**config.mk**
```make
export PLATFORM = sky130hd
export DESIGN_NAME = ppts_div
export DESIGN_NICKNAME = d
export VERILOG_FILES = /design/src/sv/ppts_pkg.sv /design/src/sv/ppts_div.sv
export SDC_FILE = /design/constraint.sdc
export NUM_CORES = 1
export LEC_CHECK = 0
export ABC_CLOCK_PERIOD_IN_PS = 3080
export BUFFER_PORTS_ARGS = -buffer_cell sky130_fd_sc_hd__buf_2
export CAP_MARGIN = 20
export CORE_ASPECT_RATIO = 1.4
export CORE_MARGIN = 1
export CORE_UTILIZATION = 54
export DETAILED_ROUTE_END_ITERATION = 6
export PLACE_DENSITY = 0.77
export SETUP_SLACK_MARGIN = 0.1
export SLEW_MARGIN = 0
export SYNTH_ARGS = -nofsm -noshare
export SYNTH_HDL_FRONTEND = slang
export SYNTH_SLANG_ARGS = --single-unit
```
**constraint.sdc**
```tcl
create_clock -name clk -period 3.08 [get_ports clk]
set_input_delay 0.154 -clock clk [delete_from_list [all_inputs] [get_ports clk]]
set_output_delay 0.154 -clock clk [all_outputs]
set_load 0.05 [all_outputs]
```
**src/sv/ppts_pkg.sv**
```systemverilog
// Types, constants and saturation helpers of the periodic Poisson solver.
// No dependencies; all other files of the block import this package.
`timescale 1ns / 1ps

package ppts_pkg;

	// Q16.16 word and wide accumulator used for exact sums
	localparam int Q_W   = 32;
	localparam int ACC_W = 40;
	localparam int PT_IDX_W = 6;
	localparam int CFG_IDX_W = 1;
	localparam int SWEEP_W = 8;

	typedef logic signed [Q_W-1:0]   q_t;
	typedef logic signed [ACC_W-1:0] acc_t;

	localparam q_t Q_MAX  = 32'sh7FFF_FFFF;
	localparam q_t Q_MIN  = 32'sh8000_0000;
	localparam q_t Q_HALF = 32'sd32768;
	localparam q_t Q_ONE  = 32'sd65536;
	localparam q_t Q_TWO  = 32'sd131072;
	localparam acc_t ACC_TWO = 40'sd131072;
	localparam acc_t ACC_ONE_LSB = 40'sd1;

	// register indexes of the configuration port
	localparam logic [CFG_IDX_W-1:0] REG_SPACING = 1'd0;
	localparam logic [CFG_IDX_W-1:0] REG_SWEEPS  = 1'd1;

	localparam logic [31:0]        SPACING_RST = 32'd65536;
	localparam logic [SWEEP_W-1:0] SWEEPS_RST  = 8'd50;

	// divider request and response
	typedef struct packed {
		logic start;
		q_t   num;
		q_t   den;
	} div_req_t;

	typedef struct packed {
		logic busy;
		logic done;
		q_t   quo;
	} div_rsp_t;

	// sequencer states
	typedef enum logic [5:0] {
		ST_IDLE,
		ST_F0, ST_F0_DIV, ST_F0_SET,
		ST_FL_P, ST_FL_T, ST_FL_H, ST_FL_R, ST_FL_W,
		ST_C_S, ST_C_T, ST_C_BO, ST_C_BG, ST_C_BO2, ST_C_BG2,
		ST_B_RD, ST_B_M1, ST_B_M2, ST_B_M3, ST_B_M4, ST_B_M5,
		ST_P_SRC, ST_P_DIV, ST_P_SET,
		ST_Q_RD, ST_Q_M, ST_Q_W, ST_Q_Z,
		ST_J_CHK, ST_J_SRC, ST_J_ADD, ST_J_Z0, ST_J_Z1, ST_J_Z2,
		ST_E_RD, ST_E_LD, ST_E_OUT,
		ST_SRC_RD, ST_SRC_MUL, ST_MUL_W, ST_DIV_W
	} state_t;

	function automatic acc_t ext(input q_t x);
		return {{(ACC_W-Q_W){x[Q_W-1]}}, x};
	endfunction

	// clamp a wide sum to the signed 32-bit range
	function automatic q_t sat_acc(input acc_t x);
		logic all_same;
		all_same = (&x[ACC_W-1:Q_W-1]) | ~(|x[ACC_W-1:Q_W-1]);
		if (all_same) begin
			return x[Q_W-1:0];
		end
		return x[ACC_W-1] ? Q_MIN : Q_MAX;
	endfunction

	// saturated negation; equals a product with the -1 stencil weight
	function automatic q_t qneg(input q_t x);
		return sat_acc(-ext(x));
	endfunction

endpackage

```
**src/sv/ppts_div.sv**
```systemverilog
// Iterative Q16.16 divider: (num * 2^16) / den, truncated, saturated.
// Restoring division, one quotient bit per cycle. Depends on ppts_pkg.
`timescale 1ns / 1ps

module ppts_div (
	input  logic               clk,
	input  logic               arst_n,
	input  ppts_pkg::div_req_t req,
	output ppts_pkg::div_rsp_t rsp
);
	import ppts_pkg::*;

	localparam int DVD_W = Q_W + 16;
	localparam int CW    = $clog2(DVD_W);

	logic          busy_q, fin_q, done_q;
	logic [CW-1:0] cnt_q;
	logic [Q_W-1:0]   rem_q, dsr_q;
	logic [DVD_W-1:0] dvd_q;
	logic          neg_q;
	q_t            quo_q;

	logic [Q_W:0]     rem_sh;
	logic             ge;
	logic [Q_W-1:0]   rem_n;
	logic [DVD_W-1:0] dvd_n;
	logic [Q_W-1:0]   abs_n, abs_d;
	q_t               quo_fin;

	// operand magnitudes
	assign abs_n = req.num[Q_W-1] ? Q_W'(~req.num + 1'b1) : req.num;
	assign abs_d = req.den[Q_W-1] ? Q_W'(~req.den + 1'b1) : req.den;

	// one restoring step
	assign rem_sh = {rem_q, dvd_q[DVD_W-1]};
	assign ge     = rem_sh >= {1'b0, dsr_q};
	assign rem_n  = ge ? Q_W'(rem_sh - {1'b0, dsr_q}) : rem_sh[Q_W-1:0];
	assign dvd_n  = {dvd_q[DVD_W-2:0], ge};

	// sign and saturation of the finished magnitude
	always_comb begin
		if (neg_q) begin
			quo_fin = (dvd_q > DVD_W'(33'h1_0000_0000 >> 1)) ? Q_MIN : Q_W'(~dvd_q[Q_W-1:0] + 1'b1);
		end else begin
			quo_fin = (dvd_q > DVD_W'(32'h7FFF_FFFF)) ? Q_MAX : dvd_q[Q_W-1:0];
		end
	end

	// control
	always_ff @(posedge clk or negedge arst_n) begin
		if (!arst_n) begin
			busy_q <= 1'b0;
			fin_q  <= 1'b0;
			done_q <= 1'b0;
			cnt_q  <= '0;
		end else begin
			done_q <= 1'b0;
			if (req.start) begin
				if (req.den == '0) begin
					done_q <= 1'b1;
				end else begin
					busy_q <= 1'b1;
					cnt_q  <= '0;
				end
			end else if (busy_q) begin
				cnt_q <= cnt_q + 1'b1;
				if (cnt_q == CW'(DVD_W - 1)) begin
					busy_q <= 1'b0;
					fin_q  <= 1'b1;
				end
			end else if (fin_q) begin
				fin_q  <= 1'b0;
				done_q <= 1'b1;
			end
		end
	end

	// datapath
	always_ff @(posedge clk) begin
		if (req.start) begin
			rem_q <= '0;
			dvd_q <= {abs_n, 16'b0};
			dsr_q <= abs_d;
			neg_q <= req.num[Q_W-1] ^ req.den[Q_W-1];
			if (req.den == '0) begin
				quo_q <= req.num[Q_W-1] ? Q_MIN : Q_MAX;
			end
		end else if (busy_q) begin
			rem_q <= rem_n;
			dvd_q <= dvd_n;
		end else if (fin_q) begin
			quo_q <= quo_fin;
		end
	end

	assign rsp.busy = busy_q | fin_q;
	assign rsp.done = done_q;
	assign rsp.quo  = quo_q;

endmodule

```
==> flow_summary.ini <==
[outcome]
status = finished with violations
violations = setup timing

[cells_and_area]
seq_area_mm2 = 0.00410
final_core_util_pct = 66.5
diodes = 0
multi_input_area_mm2 = 0.00575
final_nets = 1368
layout-drive-gt1-share_pct = 20.4
num-fill-cells = 1446
area_growth_pct = 19.7

[global_route]
grt_max_degree = 55
grt_overflow = 0
grt_util_met1_pct = 32.4
grt_usage_pct = 28.2
met2_usage_pct = 50.6
grt_pass1_vias = 8867
grtUsageMet3_pct = 4.71
grt_pass1_wl_mm = 42.0
busiest_layer = met2
antenna_found_initial = 0

[synth]
ys_seq_area_share_pct = 40.8
ys_types = 72
synth_xor_area_share_pct = 7.33
synth_area_mm2 = 0.0100
yosysMostFrequentCell = nand2_1
synth_edf_count = 97
ys_warn_count = 0
synth_top_cell_by_area = edfxtp_1
synthCells = 1137
synth_top_family_by_area = compound AO/OA/AOI/OAI gates
avgSynthCellArea_um2 = 8.83
synthAdderAreaFrac_pct = 4.69
synth_common_cells = nand2_1 (129), o21ai_0 (99), edfxtp_1 (97)
ys_top_cells_by_area = edfxtp_1 (29%), dfxtp_1 (9.6%), o21ai_0 (4.9%)
synth_compound_area_share_pct = 21.6
muxShareOfSynthArea_pct = 1.70
postSynthNetCount = 1241
synth_seq_cells = 154
synthFlopType = edfxtp_1
async_flop_share_pct = 5.84
synth_top_area_share_pct = 29.0
synth-simple-area-share_pct = 19.3

[drt]
drt_iter0_markers = 930
via_per_inst = 6.16
finalWirelength_mm = 26.9
antenna_left = 0
drc = 0
vias = 9352
drtPass1Iterations = 5
wl_per_cell_um = 17.7

[power_and_ir_drop]
cellLeakagePower_nw = 4.85
p_per_area_mw_per_mm2 = 678
max-vdd-ir-drop_v = 0.000320

[floorplanning]
die-area_mm2 = 0.0191
start_util_pct = 55.5
dieWidth_um = 117
row_count = 58
io_pins = 101
core_mm2 = 0.0181
fp.dieH_um = 163

[clocking]
worstSkewPairLatency_ns = 0.44
numCtsBuffers = 17
cts_max_level = 4
root_buffer = clkbuf_16
cts_tree = done
clockBufferDepth = 2
clk_pin_slew_ns = 0.07
clock-sinks = 154

[placed_design]
port_buffers = 100
routabilityCongestion = 0.945
hpwl_mm = 18.6

[worst_setup_path]
reg2reg_slack_ns = -0.11
cp-start-kind = register
endpoint_kind = register
crit_fanout = 7
worstPathRequired_ns = 3.35
critical_path_arrival_ns = 3.46
critPathKind = reg -> reg

[min_path]
holdCritPathClass = in -> reg

[timing]
fin_ws_ns = -0.111
layout_min_cycle_time_ns = 3.19
setup_violations = 12
slew_viol_final = 0
slew_headroom_pct = 34.9
hold_viol = 0
fin_skew_ns = 0.0106
fin_crit_sh_pct = 104
tightestPinTransition_ns = 0.970
rsz0062_at_grt = true
max_freq_ghz = 0.313
whs_ns = 0.00582

[job]
drv_cap = 0
==> per-stage QoR <==
step / std cells / area, um^2 / TNS, ns / worst slack (ns) / power (mW)
after floorplan: 1137 / 10100 / 0 / 0.104 / 4.86
after global placement: 1470 / 11000 / -0.00333 / -0.00333 / 5.70
after detailed placement: 1470 / 11000 / -0.0241 / -0.0224 / 5.75
after CTS: 1510 / 11800 / -0.0102 / -0.00425 / 8.00
after global routing: 1517 / 12000 / -1.74 / -0.151 / 8.56
final: 1517 / 12000 / -0.342 / -0.111 / 8.14
==> power by group <==
part	internal, mW	switching [mW]
sequential	2.51	0.263
clock	1.32	0.904
combinational	1.31	1.83
==> sequential cells by signal, indices dropped and copies added (netlist names) <==
name    flops
busy_q      1
cnt_q       6
done_q      1
dsr_q      32
dvd_q      48
fin_q       1
neg_q       1
quo_q      32
rem_q      32
==> routing by layer <==
| layer | routed length [um] | up-vias |
|---|---|---|
| met3 | 1560 | 90 |
| met1 | 10600 | 4393 |
| met2 | 13700 | 393 |
| met4 | 1020 | 0 |
| li1 | - | 4476 |
| met5 | 0 | - |
==> cell type report <==
| cell class | count | share of cell area (%) |
|---|---|---|
| repair buffers | 167 | 8.76 |
| well taps | 240 | 2.50 |
| clock buffers | 18 | 3.66 |
| inverters | 48 | 1.50 |
| clock inverters | 14 | 1.50 |
| flip-flops and latches | 154 | 34.2 |
| multi-input cells | 876 | 47.9 |
==> cell usage in the layout, fill, tap and decap left out, types with 19 or more instances in the layout <==
cell type  Yosys  final
nand2_1      129    127
buf_2          2     99
edfxtp_1      97     97
o21ai_0       99     96
a21oi_1       96     93
nor2_1        83     81
buf_4          2     60
xnor2_1       51     51
inv_1         48     46
dfxtp_1       48     45
ha_1          36     35
xor2_1        33     33
nand3_1       32     32
nor3_1        29     20
o31ai_1       21     19
==> critical path, cell delays in order, from the launching register on <==
cell     delay [ns]
dfxtp_1        0.31
or4_4          0.53
or4_4          0.58
or4b_4         0.56
o21ai_4        0.23
buf_6          0.17
nand2_8        0.09
nor3b_2        0.25
a21oi_2        0.06
a21oi_1        0.22
==> worst paths after layout <==
kind / start / to / cells after the start
max: dvd_q[10] / quo_q[17] / 9
min: req[0] / dsr_q[0] / 1
max reg2reg: dvd_q[10] / quo_q[17] / 9
min reg2reg: cnt_q[5] / cnt_q[5] / 1
max in group asynchronous: arst_n / busy_q / 2
min in group asynchronous: arst_n / cnt_q[3] / 2
==> cell families (layout without fill, tap and decap cells) <==
logic type,Yosys count,count (layout)
adder cells (fa/ha/maj),37,37
AO/OA/AOI/OAI,341,341
buffers and inverters,110,247
XOR/XNOR,84,84
flip-flops,154,154
AND/OR/NAND/NOR,394,397
multiplexers,17,17
==> repair_timing <==
action | 4_1_cts | 5_1_grt
pin swaps | 5 | 10
buffers inserted | 6 | 5
hold buffers | 1 | 0
gates cloned | 1 | 2
resized for setup | 24 | 32
endpoints found under the setup margin | 34 | 52
hold endpoints to repair | 9 | 0
(Power assumes the default switching activity.)
